[src/design/pdc_pkg.sv]
// Shared types, codes and arithmetic helpers of the Porter-Duff pixel compositor.
package pdc_pkg;

   localparam int PDC_LANES  = 4;
   localparam int ALPHA_LANE = 3;

   // Composition mode codes.
   localparam logic [3:0] MODE_CLEAR    = 4'd0;
   localparam logic [3:0] MODE_SRC      = 4'd1;
   localparam logic [3:0] MODE_DST      = 4'd2;
   localparam logic [3:0] MODE_SRC_OVER = 4'd3;
   localparam logic [3:0] MODE_DST_OVER = 4'd4;
   localparam logic [3:0] MODE_SRC_IN   = 4'd5;
   localparam logic [3:0] MODE_DST_IN   = 4'd6;
   localparam logic [3:0] MODE_SRC_OUT  = 4'd7;
   localparam logic [3:0] MODE_DST_OUT  = 4'd8;
   localparam logic [3:0] MODE_SRC_ATOP = 4'd9;
   localparam logic [3:0] MODE_DST_ATOP = 4'd10;
   localparam logic [3:0] MODE_XOR      = 4'd11;

   // Register indexes of the configuration port.
   localparam logic [0:0] REG_MODE   = 1'd0;
   localparam logic [0:0] REG_OPAQUE = 1'd1;

   // How the second blend layer and the final selection treat a beat.
   localparam logic [1:0] KIND_MIX    = 2'd0;
   localparam logic [1:0] KIND_OVER   = 2'd1;
   localparam logic [1:0] KIND_OPAQUE = 2'd2;
   localparam logic [1:0] KIND_PASS   = 2'd3;

   localparam logic [7:0] FULL_ALPHA = 8'hff;

   // One lane computes sat8(addend + div255(a * fa + b * fb)).
   typedef struct packed {
      logic [7:0] a;
      logic [7:0] fa;
      logic [7:0] b;
      logic [7:0] fb;
      logic [7:0] addend;
   } pdc_lane_op_type;

   typedef pdc_lane_op_type [PDC_LANES-1:0] pdc_px_op_type;

   // Sideband that travels alongside a beat through the blend layers.
   typedef struct packed {
      logic [31:0] dest;
      logic [31:0] tpix;
      logic [7:0]  cov;
      logic [1:0]  kind;
   } pdc_side_type;

   // Rounding division by 255 in the shift form.
   function automatic logic [9:0] div255(input logic [16:0] x);
      logic [17:0] s;
      s = {1'b0, x} + {9'd0, x[16:8]} + 18'd128;
      return s[17:8];
   endfunction

   function automatic logic [7:0] sat8(input logic [10:0] v);
      return (v > 11'd255) ? 8'hff : v[7:0];
   endfunction

endpackage

[src/design/pdc_blend_layer.sv]
// Two-stage blend layer: four lane multiply-adds, then division by 255, addend and saturation.
module pdc_blend_layer (
   input  logic                   clock,
   input  logic                   reset,
   input  logic                   in_valid,
   output logic                   in_ready,
   input  pdc_pkg::pdc_px_op_type in_ops,
   input  pdc_pkg::pdc_side_type  in_side,
   output logic                   out_valid,
   input  logic                   out_ready,
   output logic [31:0]            out_pix,
   output pdc_pkg::pdc_side_type  out_side
);

   logic                  prod_valid_ff;
   logic [16:0]           prod_ff [pdc_pkg::PDC_LANES];
   logic [16:0]           prod_in [pdc_pkg::PDC_LANES];
   logic [7:0]            addend_ff [pdc_pkg::PDC_LANES];
   pdc_pkg::pdc_side_type prod_side_ff;

   logic                  pix_valid_ff;
   logic [31:0]           pix_ff;
   logic [31:0]           pix_in;
   pdc_pkg::pdc_side_type pix_side_ff;

   logic                  prod_ready;
   logic                  pix_ready;

   assign pix_ready  = !pix_valid_ff || out_ready;
   assign prod_ready = !prod_valid_ff || pix_ready;
   assign in_ready   = prod_ready;

   always_comb begin
      logic [15:0] p1;
      logic [15:0] p2;
      for (int k = 0; k < pdc_pkg::PDC_LANES; k++) begin
         p1 = 16'(in_ops[k].a) * 16'(in_ops[k].fa);
         p2 = 16'(in_ops[k].b) * 16'(in_ops[k].fb);
         prod_in[k] = {1'b0, p1} + {1'b0, p2};
      end
   end

   always_comb begin
      for (int k = 0; k < pdc_pkg::PDC_LANES; k++) begin
         pix_in[8*k +: 8] = pdc_pkg::sat8({1'b0, pdc_pkg::div255(prod_ff[k])} +
                                          {3'd0, addend_ff[k]});
      end
   end

   always_ff @(posedge clock) begin
      if (reset) begin
         prod_valid_ff <= 1'b0;
         pix_valid_ff  <= 1'b0;
      end else begin
         if (prod_ready) begin
            prod_valid_ff <= in_valid;
         end
         if (pix_ready) begin
            pix_valid_ff <= prod_valid_ff;
         end
      end
   end

   always_ff @(posedge clock) begin
      if (prod_ready && in_valid) begin
         for (int k = 0; k < pdc_pkg::PDC_LANES; k++) begin
            prod_ff[k]   <= prod_in[k];
            addend_ff[k] <= in_ops[k].addend;
         end
         prod_side_ff <= in_side;
      end
      if (pix_ready && prod_valid_ff) begin
         pix_ff      <= pix_in;
         pix_side_ff <= prod_side_ff;
      end
   end

   assign out_valid = pix_valid_ff;
   assign out_pix   = pix_ff;
   assign out_side  = pix_side_ff;

endmodule

[src/design/porter_duff_pixel_compositor_unit.sv]
// Top level of the Porter-Duff pixel compositor for premultiplied ARGB32 pixels.
//
// Each beat on the req_ channel carries a destination pixel, a source pixel and an
// 8-bit coverage; each beat on the rsp_ channel carries the composited pixel, one
// result per request, in order. Both channels use a valid/ready handshake.
// The csr_ port writes the composition mode (index 0) and the opaque-target flag
// (index 1); the user writes it only with no beat in flight, unenforced by the block.
// A beat passes an input register, two blend layers of two stages each (multiply,
// then division by 255 with saturation) and an output register. The first layer
// forms the mode's result or the coverage-scaled source; the second layer forms the
// source-over blend or the coverage mix with the old destination.
// One beat is accepted every cycle while the receiver does not stall; the rate is set
// by the single 8x8 multiplier pair per lane in each layer.
// When the receiver stalls, each stage holds its beat and empty stages further up
// still fill, so up to six beats are held before req_ready falls.
// Reset empties every stage and sets the mode to source-over with opaque-target off.
module porter_duff_pixel_compositor_unit (
   input  logic        clock,
   input  logic        reset,
   input  logic        req_valid,
   output logic        req_ready,
   input  logic [31:0] req_dest_pixel,
   input  logic [31:0] req_src_pixel,
   input  logic [7:0]  req_coverage,
   output logic        rsp_valid,
   input  logic        rsp_ready,
   output logic [31:0] rsp_result_pixel,
   input  logic        csr_we,
   input  logic [0:0]  csr_index,
   input  logic [3:0]  csr_wdata
);

   // Configuration registers.
   logic [3:0] mode_ff;
   logic       opaque_ff;

   // Input register stage.
   logic        s0_valid_ff;
   logic [31:0] s0_dest_ff;
   logic [31:0] s0_src_ff;
   logic [7:0]  s0_cov_ff;
   logic [3:0]  s0_mode_ff;
   logic [1:0]  s0_kind_ff;
   logic [1:0]  s0_kind_in;
   logic        s0_ready;

   // Blend layer connections.
   pdc_pkg::pdc_px_op_type l1_ops;
   pdc_pkg::pdc_side_type  l1_in_side;
   logic                   l1_in_ready;
   logic                   l1_out_valid;
   logic [31:0]            l1_pix;
   pdc_pkg::pdc_side_type  l1_side;

   pdc_pkg::pdc_px_op_type l2_ops;
   pdc_pkg::pdc_side_type  l2_in_side;
   logic                   l2_in_ready;
   logic                   l2_out_valid;
   logic                   l2_out_ready;
   logic [31:0]            l2_pix;
   pdc_pkg::pdc_side_type  l2_side;

   // Output register.
   logic        rsp_valid_ff;
   logic [31:0] rsp_pix_ff;
   logic [31:0] final_pix;

   // Count of beats held anywhere in the block.
   logic [2:0] inflight_ff;
   logic [2:0] inflight_in;

   logic req_take;
   logic rsp_take;

   assign req_take  = req_valid && req_ready;
   assign rsp_take  = rsp_valid_ff && rsp_ready;
   assign s0_ready  = !s0_valid_ff || l1_in_ready;
   assign req_ready = s0_ready;

   // Configuration writes.
   always_ff @(posedge clock) begin
      if (reset) begin
         mode_ff   <= pdc_pkg::MODE_SRC_OVER;
         opaque_ff <= 1'b0;
      end else if (csr_we) begin
         unique case (csr_index)
            pdc_pkg::REG_MODE:   mode_ff   <= csr_wdata;
            pdc_pkg::REG_OPAQUE: opaque_ff <= csr_wdata[0];
            default: ;
         endcase
      end
   end

   // The opaque-target flag overrides the mode; unused mode codes pass the destination.
   always_comb begin
      if (opaque_ff) begin
         s0_kind_in = pdc_pkg::KIND_OPAQUE;
      end else if (mode_ff == pdc_pkg::MODE_SRC_OVER) begin
         s0_kind_in = pdc_pkg::KIND_OVER;
      end else if (mode_ff > pdc_pkg::MODE_XOR) begin
         s0_kind_in = pdc_pkg::KIND_PASS;
      end else begin
         s0_kind_in = pdc_pkg::KIND_MIX;
      end
   end

   always_ff @(posedge clock) begin
      if (reset) begin
         s0_valid_ff <= 1'b0;
      end else if (s0_ready) begin
         s0_valid_ff <= req_valid;
      end
   end

   always_ff @(posedge clock) begin
      if (req_take) begin
         s0_dest_ff <= req_dest_pixel;
         s0_src_ff  <= req_src_pixel;
         s0_cov_ff  <= req_coverage;
         s0_mode_ff <= mode_ff;
         s0_kind_ff <= s0_kind_in;
      end
   end

   // First layer operands: the mode's own result, or the source scaled by coverage.
   always_comb begin
      logic [7:0] sa;
      logic [7:0] da;
      logic [7:0] sk;
      logic [7:0] dk;
      sa = s0_src_ff[31:24];
      da = s0_dest_ff[31:24];
      l1_ops = '0;
      for (int k = 0; k < pdc_pkg::PDC_LANES; k++) begin
         sk = s0_src_ff[8*k +: 8];
         dk = s0_dest_ff[8*k +: 8];
         if (s0_kind_ff == pdc_pkg::KIND_OVER || s0_kind_ff == pdc_pkg::KIND_OPAQUE) begin
            l1_ops[k].a  = sk;
            l1_ops[k].fa = s0_cov_ff;
         end else begin
            unique case (s0_mode_ff)
               pdc_pkg::MODE_CLEAR: ;
               pdc_pkg::MODE_SRC: begin
                  l1_ops[k].addend = sk;
               end
               pdc_pkg::MODE_DST_OVER: begin
                  l1_ops[k].a      = sk;
                  l1_ops[k].fa     = ~da;
                  l1_ops[k].addend = dk;
               end
               pdc_pkg::MODE_SRC_IN: begin
                  l1_ops[k].a  = sk;
                  l1_ops[k].fa = da;
               end
               pdc_pkg::MODE_DST_IN: begin
                  l1_ops[k].a  = dk;
                  l1_ops[k].fa = sa;
               end
               pdc_pkg::MODE_SRC_OUT: begin
                  l1_ops[k].a  = sk;
                  l1_ops[k].fa = ~da;
               end
               pdc_pkg::MODE_DST_OUT: begin
                  l1_ops[k].a  = dk;
                  l1_ops[k].fa = ~sa;
               end
               pdc_pkg::MODE_SRC_ATOP: begin
                  if (k == pdc_pkg::ALPHA_LANE) begin
                     l1_ops[k].addend = da;
                  end else begin
                     l1_ops[k].a  = sk;
                     l1_ops[k].fa = da;
                     l1_ops[k].b  = dk;
                     l1_ops[k].fb = ~sa;
                  end
               end
               pdc_pkg::MODE_DST_ATOP: begin
                  if (k == pdc_pkg::ALPHA_LANE) begin
                     l1_ops[k].addend = sa;
                  end else begin
                     l1_ops[k].a  = dk;
                     l1_ops[k].fa = sa;
                     l1_ops[k].b  = sk;
                     l1_ops[k].fb = ~da;
                  end
               end
               pdc_pkg::MODE_XOR: begin
                  l1_ops[k].a  = sk;
                  l1_ops[k].fa = ~da;
                  l1_ops[k].b  = dk;
                  l1_ops[k].fb = ~sa;
               end
               default: begin
                  // Destination mode and the unused codes both give the destination.
                  l1_ops[k].addend = dk;
               end
            endcase
         end
      end
   end

   always_comb begin
      l1_in_side      = '0;
      l1_in_side.dest = s0_dest_ff;
      l1_in_side.cov  = s0_cov_ff;
      l1_in_side.kind = s0_kind_ff;
   end

   pdc_blend_layer u_layer1 (
      .clock     (clock),
      .reset     (reset),
      .in_valid  (s0_valid_ff),
      .in_ready  (l1_in_ready),
      .in_ops    (l1_ops),
      .in_side   (l1_in_side),
      .out_valid (l1_out_valid),
      .out_ready (l2_in_ready),
      .out_pix   (l1_pix),
      .out_side  (l1_side)
   );

   // Second layer operands: source-over of the scaled source, or the coverage mix.
   always_comb begin
      logic [7:0] ma;
      logic [7:0] dk;
      ma     = l1_pix[31:24];
      l2_ops = '0;
      for (int k = 0; k < pdc_pkg::PDC_LANES; k++) begin
         dk = l1_side.dest[8*k +: 8];
         case (l1_side.kind)
            pdc_pkg::KIND_OVER, pdc_pkg::KIND_OPAQUE: begin
               l2_ops[k].b      = dk;
               l2_ops[k].fb     = ~ma;
               l2_ops[k].addend = l1_pix[8*k +: 8];
            end
            pdc_pkg::KIND_MIX: begin
               l2_ops[k].a  = l1_pix[8*k +: 8];
               l2_ops[k].fa = l1_side.cov;
               l2_ops[k].b  = dk;
               l2_ops[k].fb = ~l1_side.cov;
            end
            default: ;
         endcase
      end
   end

   always_comb begin
      l2_in_side      = l1_side;
      l2_in_side.tpix = l1_pix;
   end

   pdc_blend_layer u_layer2 (
      .clock     (clock),
      .reset     (reset),
      .in_valid  (l1_out_valid),
      .in_ready  (l2_in_ready),
      .in_ops    (l2_ops),
      .in_side   (l2_in_side),
      .out_valid (l2_out_valid),
      .out_ready (l2_out_ready),
      .out_pix   (l2_pix),
      .out_side  (l2_side)
   );

   // Final choice between the blended pixel and the short cuts of each kind.
   always_comb begin
      logic [7:0] ta;
      ta = l2_side.tpix[31:24];
      case (l2_side.kind)
         pdc_pkg::KIND_OVER: begin
            if (ta == 8'd0) begin
               final_pix = l2_side.dest;
            end else if (ta == pdc_pkg::FULL_ALPHA) begin
               final_pix = l2_side.tpix;
            end else begin
               final_pix = l2_pix;
            end
         end
         pdc_pkg::KIND_OPAQUE: begin
            if (ta == pdc_pkg::FULL_ALPHA) begin
               final_pix = l2_side.tpix;
            end else begin
               final_pix = {pdc_pkg::FULL_ALPHA, l2_pix[23:0]};
            end
         end
         pdc_pkg::KIND_MIX: begin
            if (l2_side.cov == pdc_pkg::FULL_ALPHA) begin
               final_pix = l2_side.tpix;
            end else begin
               final_pix = l2_pix;
            end
         end
         default: begin
            final_pix = l2_side.tpix;
         end
      endcase
   end

   assign l2_out_ready = !rsp_valid_ff || rsp_ready;

   always_ff @(posedge clock) begin
      if (reset) begin
         rsp_valid_ff <= 1'b0;
      end else if (l2_out_ready) begin
         rsp_valid_ff <= l2_out_valid;
      end
   end

   always_ff @(posedge clock) begin
      if (l2_out_ready && l2_out_valid) begin
         rsp_pix_ff <= final_pix;
      end
   end

   assign rsp_valid        = rsp_valid_ff;
   assign rsp_result_pixel = rsp_pix_ff;

   always_comb begin
      inflight_in = inflight_ff;
      if (req_take && !rsp_take) begin
         inflight_in = inflight_ff + 3'd1;
      end else if (!req_take && rsp_take) begin
         inflight_in = inflight_ff - 3'd1;
      end
   end

   always_ff @(posedge clock) begin
      if (reset) begin
         inflight_ff <= 3'd0;
      end else begin
         inflight_ff <= inflight_in;
      end
   end

   // The block holds at most one beat per stage.
   a_inflight_bound: assert property (@(posedge clock) disable iff (reset)
      inflight_ff <= 3'd6)
      else $error("more beats in flight than the pipeline has stages");

   // With nothing in flight, neither end register may claim a beat.
   a_empty_idle: assert property (@(posedge clock) disable iff (reset)
      (inflight_ff == 3'd0) |-> (!rsp_valid_ff && !s0_valid_ff))
      else $error("stage valid set while no beat is in flight");

   // A beat handed from the second layer shows up at the output next cycle.
   a_layer_to_output: assert property (@(posedge clock) disable iff (reset)
      (l2_out_valid && l2_out_ready) |=> rsp_valid_ff)
      else $error("beat from the second blend layer was lost");

   // An opaque target always receives a fully opaque pixel.
   a_opaque_alpha: assert property (@(posedge clock) disable iff (reset)
      (l2_out_valid && (l2_side.kind == pdc_pkg::KIND_OPAQUE))
         |-> (final_pix[31:24] == pdc_pkg::FULL_ALPHA))
      else $error("opaque target result without full alpha");

endmodule
[config.mk]
export PLATFORM = sky130hd
export DESIGN_NAME = porter_duff_pixel_compositor_unit
export DESIGN_NICKNAME = d
export VERILOG_FILES = /design/src/design/pdc_pkg.sv /design/src/design/pdc_blend_layer.sv /design/src/design/porter_duff_pixel_compositor_unit.sv
export SDC_FILE = /design/constraint.sdc
export NUM_CORES = 2
export LEC_CHECK = 0
export ABC_AREA = 0
export BUFFER_PORTS_ARGS = -buffer_cell sky130_fd_sc_hd__buf_2
export CORE_AREA = 4 4 431 433
export CTS_CLUSTER_SIZE = 40
export DETAILED_ROUTE_END_ITERATION = 8
export DIE_AREA = 0 0 435 437
export HOLD_SLACK_MARGIN = 0.15
export PLACE_DENSITY = 0.53
export SLEW_MARGIN = 30
export SYNTH_ARGS = -nofsm -noshare
export SYNTH_HDL_FRONTEND = slang
export SYNTH_SLANG_ARGS = --single-unit
[constraint.sdc]
create_clock -name clock -period 9.19 [get_ports clock]
set_input_delay 0.919 -clock clock [delete_from_list [all_inputs] [get_ports clock]]
set_output_delay 0.919 -clock clock [all_outputs]
set_load 0.05 [all_outputs]
* Word level (Yosys, flattened, before mapping)
Memories as Yosys holds them, arrays and structs flattened. Cells that the tools add are included. Widths: inputs -> output; s select.
Storage, ports and cells: flip-flop bits (word level) 417, bits in writable memories 200, bits of input ports 82, output and inout bits 34, memories 4
Memories:
- u_layer1.prod_ff | words 4, bits a word 17, rd ports 4, clocked after Yosys merged registers in 0, write ports 4, line pdc_blend_layer.sv:16 | logic [16:0] prod_ff [pdc_pkg::PDC_LANES];
- u_layer2.prod_ff | words 4, bits a word 17, rd ports 4, clocked after Yosys merged registers in 0, write ports 4, line pdc_blend_layer.sv:16
- u_layer1.addend_ff | words 4, bits a word 8, rd ports 4, clocked after Yosys merged registers in 0, write ports 4, line pdc_blend_layer.sv:18 | logic [7:0] addend_ff [pdc_pkg::PDC_LANES];
- u_layer2.addend_ff | words 4, bits a word 8, rd ports 4, clocked after Yosys merged registers in 0, write ports 4, line pdc_blend_layer.sv:18
Cells by class: add/sub/neg operators 32, $mul 16, order comparisons 9, equality and inequality tests 18, mux-type cells 43, bitwise operators 5, reduce and logical (&&, ||, !) cells 33
Operator list (number):
- $mul 8x8->16 | 16
- $pmux 16 s4 | 4
- $pmux 16 s2 | 7
- $add 17x9->18 | 8
- $add 18x8->18 const B | 8
- $mux 16 | 9
- $add 16x16->17 | 8
- $mux 32 | 4
- $mux 24 | 4
- $pmux 32 s3 | 1
- $add 10x8->11 | 8
- $gt 11x8->1 const B | 8
- $pmux 8 s2 | 4
- $mux 8 | 4
- $not 8->8 | 4
- $eq 4x3->1 const B | 4
- $eq 4x4->1 const B | 4
- $eq 8x8->1 const B | 2
- $reduce_or 2->1 | 5
- $logic_not 8->1 | 1
- $reduce_or 8->1 | 1
- $logic_or 1x1->1 | 7
- $eq 2x1->1 const B | 3
- $eq 2x2->1 const B | 3
- other kinds (13) | 29

* Depth between registers and ports, before layout
word-level depth 9, mapped depth 31, mapped depth without buffers 27

* By module
From an unflattened synthesis, not the netlist that was laid out.
Second synthesis, totals: cells, all modules 6226, area total of the unflattened synthesis 66904.2 um2
Modules (own cells, without submodules):
- pdc_blend_layer at u_layer1 | times used 1, cells an instance 2699, area each 29547.1 um2
- pdc_blend_layer at u_layer2 | times used 1, cells an instance 2664, area each 29265.6 um2
- porter_duff_pixel_compositor_unit | times used 1, cells an instance 863, area each 8091.5 um2

* Worst setup path after synthesis
OpenSTA, ideal clock, no wires.
path type input to register, from input rsp_ready, to memory u_layer2.addend_ff[0][0] (enable), setup time 0.729 ns, arrival 8.947 ns, data required time 8.461 ns, path slack -0.486 ns, cell stages on the path 4, buffers on the path 1, path through nor2b_1 > and3_1 > clkbuf_1 > nor2b_1
RTL lines:
- from (decl) | line porter_duff_pixel_compositor_unit.sv:26 | input logic rsp_ready,
- to (decl) | line pdc_blend_layer.sv:18

==> qor.yml <==
outcome: "finished clean"
path_cells: "nor2b_1 -> nand2_1 -> o22a_1 -> nand2b_1 -> nor2_1 -> ha_1 -> fa_1 -> inv_1 -> fa_1 -> inv_1 -> fa_1 -> fa_1 -> inv_1 -> fa_1 -> inv_1 -> ha_1 -> or2_2 -> a21oi_1 -> nor3b_1 -> or4b_1 -> a31o_2 -> a21oi_2 -> xnor2_1"
grt-ovfl-total: 0
skew_ns: 0.0392
cts-resized-gates: 0
netlist_top_cells_area: "edfxtp_1 29%, fa_1 25%, ha_1 14%"
via_per_inst: 5.05
io_pins: 116
final_util_pct: 38.2
gp_congestion: 0.917
synth_nets: 7730
cts.clk_slew.worst_paths_ns: 0.06
syn_inst: 6150
cts_tree: "done"
layout_min_cycle_time_ns: 8.30
required_ns: 9.62
synthDistinctLibCells: 86
vias: 44000
synth_common_cells: "1162 x inv_1, 784 x fa_1, 714 x ha_1"
dr.first_iter.drc_count: 3290
yosysTopAreaCell: "edfxtp_1"
worst-path-stages: 23
p_per_area_nw_per_um2: 173
cts_buffers: 77
postCtsSetupRepairBufs: 0
start_util_pct: 34.7
peakVddDrop_v: 0.000129
insertion_delay_ns: 0.70
area_delta_synth_final_pct: 9.87
placed_cell_area_um2: 67000
cp.arrival_ns: 8.73
wl_per_cell_um: 20.3
die_h_um: 437
cts_htree_levels: 3
drc: 0
hold_path.class: "input pin to register"
grt_setup_unrepaired: "false"
synth.avg_cell_area_um2: 10.3
r2r_cells: 23
dieArea_um2: 190000
end_kind: "register"
nFillCells: 18100
antenna_found_initial: 3
path_delay_family: "adder cells"
worst-path-max-fanout: 27
drtAntennaViolNets: 0
cp-start-kind: "register"
yosysMostFrequentCell: "inv_1"
synth-edff-count: 606
grt_max_degree: 78
synth_seq_cells: 617
drv_cap: 0
die_x_um: 435
wirelength_um: 177000
placedCellCount: 8567
fp-row-count: 157
grt_use_total_pct: 18.7
slowest_delay_ns: 0.89
dp_hpwl_um: 143000
crit_top_cell: "fa_1"
crit_type: "register to register"
fin_hold_ws_ns: 0.403
cts_sinks: 617
p_leak_uw: 0.0319
hold_viol: 0
fmax_mhz: 120
finalSetupViolCount: 0
fin_setup_tns_ns: 0
slew_headroom_pct: 32.8
postCtsHoldBufs: 0
synth_seq_area_share_pct: 29.1
final-instance-count-excl-fill: 8712
tightest_slew_ns: 1.01
finalInstanceArea_um2: 69500
drv_slew: 0
io_buffers: 115
synth_area_um2: 63200
core_um2: 182000
root_buffer: "clkbuf_16"
yosys_most_used_dff: "edfxtp_1"
ctsLongestPathBuffers: 3
fin_crit_sh_pct: 90.3
crit_buf_inv: 4
finalNetCount: 7843
first_global_vias: 46100
cp_slowest_cell: "edfxtp_1"
dr.pass1.iters: 7
yosysWarnings: 0
hold_depth: 1
grt_pass1_wl_um: 274000
synthArstFlopShare_pct: 0
yosysTopAreaCellShare_pct: 28.8
drive_gt1_share_pct: 7.65
## registers in the layout, indices dropped and copies added (netlist names), 2 cells and up
register	count
u_layer1.prod_side_ff	42
u_layer1.prod_ff	68
u_layer2.out_pix	32
s0_mode_ff	4
u_layer1.out_pix	32
u_layer2.out_side	74
u_layer2.addend_ff	32
u_layer1.out_side	42
s0_cov_ff	8
rsp_result_pixel	32
u_layer2.prod_ff	68
u_layer1.addend_ff	32
s0_kind_ff	2
s0_src_ff	32
s0_dest_ff	32
mode_ff	4
u_layer2.prod_side_ff	74
## through the flow
step                setup slack (ns)  total power, uW
detailed placement             0.971             9090
CTS                            0.930            12200
global route                   0.496            13100
global placement                1.11             9020
floorplan                     0.0551             7630
finish                         0.888            12000
## routing by layer
layer  GRT usage [%]  vias to the layer above  part of all wire (%)
met5               0                        -                     0
met4            5.76                        0                   3.3
met3            2.67                      265                   5.2
met2            32.0                     1118                    48
met1            24.7                    22200                    43
li1                -                    20500                     -
## power breakdown
part | switching, uW | internal (uW)
Combinational | 3100 | 2180
Sequential | 274 | 3470
Clock | 1270 | 1720
## area by class of cell
| class | instances | area [um^2] | area share (%) |
|---|---|---|---|
| multi-input combinational | 4181 | 39800 | 57.3 |
| timing repair buffer | 222 | 1400 | 2.02 |
| clock buffer | 91 | 2000 | 2.88 |
| sequential | 617 | 18400 | 26.5 |
| clock inverter | 48 | 479 | 0.690 |
| tap | 2385 | 2980 | 4.30 |
| antenna | 4 | 10.0 | 0.0144 |
| inverter | 1164 | 4370 | 6.29 |
## worst paths after layout
kind / to / slack, ns / startpoint
hold reg to reg: u_layer1.out_side[54] / 0.40 / u_layer1.prod_side_ff[54]
setup / recovery: u_layer1.prod_ff[1][16] / 0.89 / s0_mode_ff[1]
setup reg to reg: u_layer1.prod_ff[1][16] / 0.89 / s0_mode_ff[1]
hold / removal: s0_src_ff[16] / 0.40 / req_src_pixel[16]
## logic make-up after synthesis
kind of cell	synth area share, %
xor gates and xnor gates	2.59
DFF	29.1
buffers and inverters	8.10
adders and majority gates	38.9
and+or+nand+nor	12.2
muxes	0.774
AOI/OAI and AO/OA	8.22
## placed cells by master (no fill, tap or decap), types with 36 or more instances in the layout
| cell | Yosys | layout |
|---|---|---|
| inv_1 | 1162 | 1162 |
| fa_1 | 784 | 784 |
| ha_1 | 714 | 713 |
| nor2_1 | 695 | 692 |
| edfxtp_1 | 606 | 606 |
| nand2_1 | 381 | 381 |
| a21oi_1 | 158 | 154 |
| xnor2_1 | 125 | 125 |
| o21ai_0 | 125 | 125 |
| and3_1 | 116 | 116 |
| buf_2 | 24 | 116 |
| buf_4 | 3 | 102 |
| a22oi_1 | 102 | 100 |
| or2_2 | 87 | 87 |
| nand3_1 | 82 | 82 |
| clkbuf_16 | 0 | 78 |
| nor3_1 | 75 | 75 |
| xor2_1 | 62 | 61 |
| and2_1 | 52 | 52 |
| nand2b_1 | 52 | 52 |
| a21o_1 | 49 | 49 |
| o21a_1 | 44 | 44 |
| or3_1 | 39 | 39 |
| a211oi_1 | 36 | 36 |
Note: power is estimated with default switching activity, not from simulation.
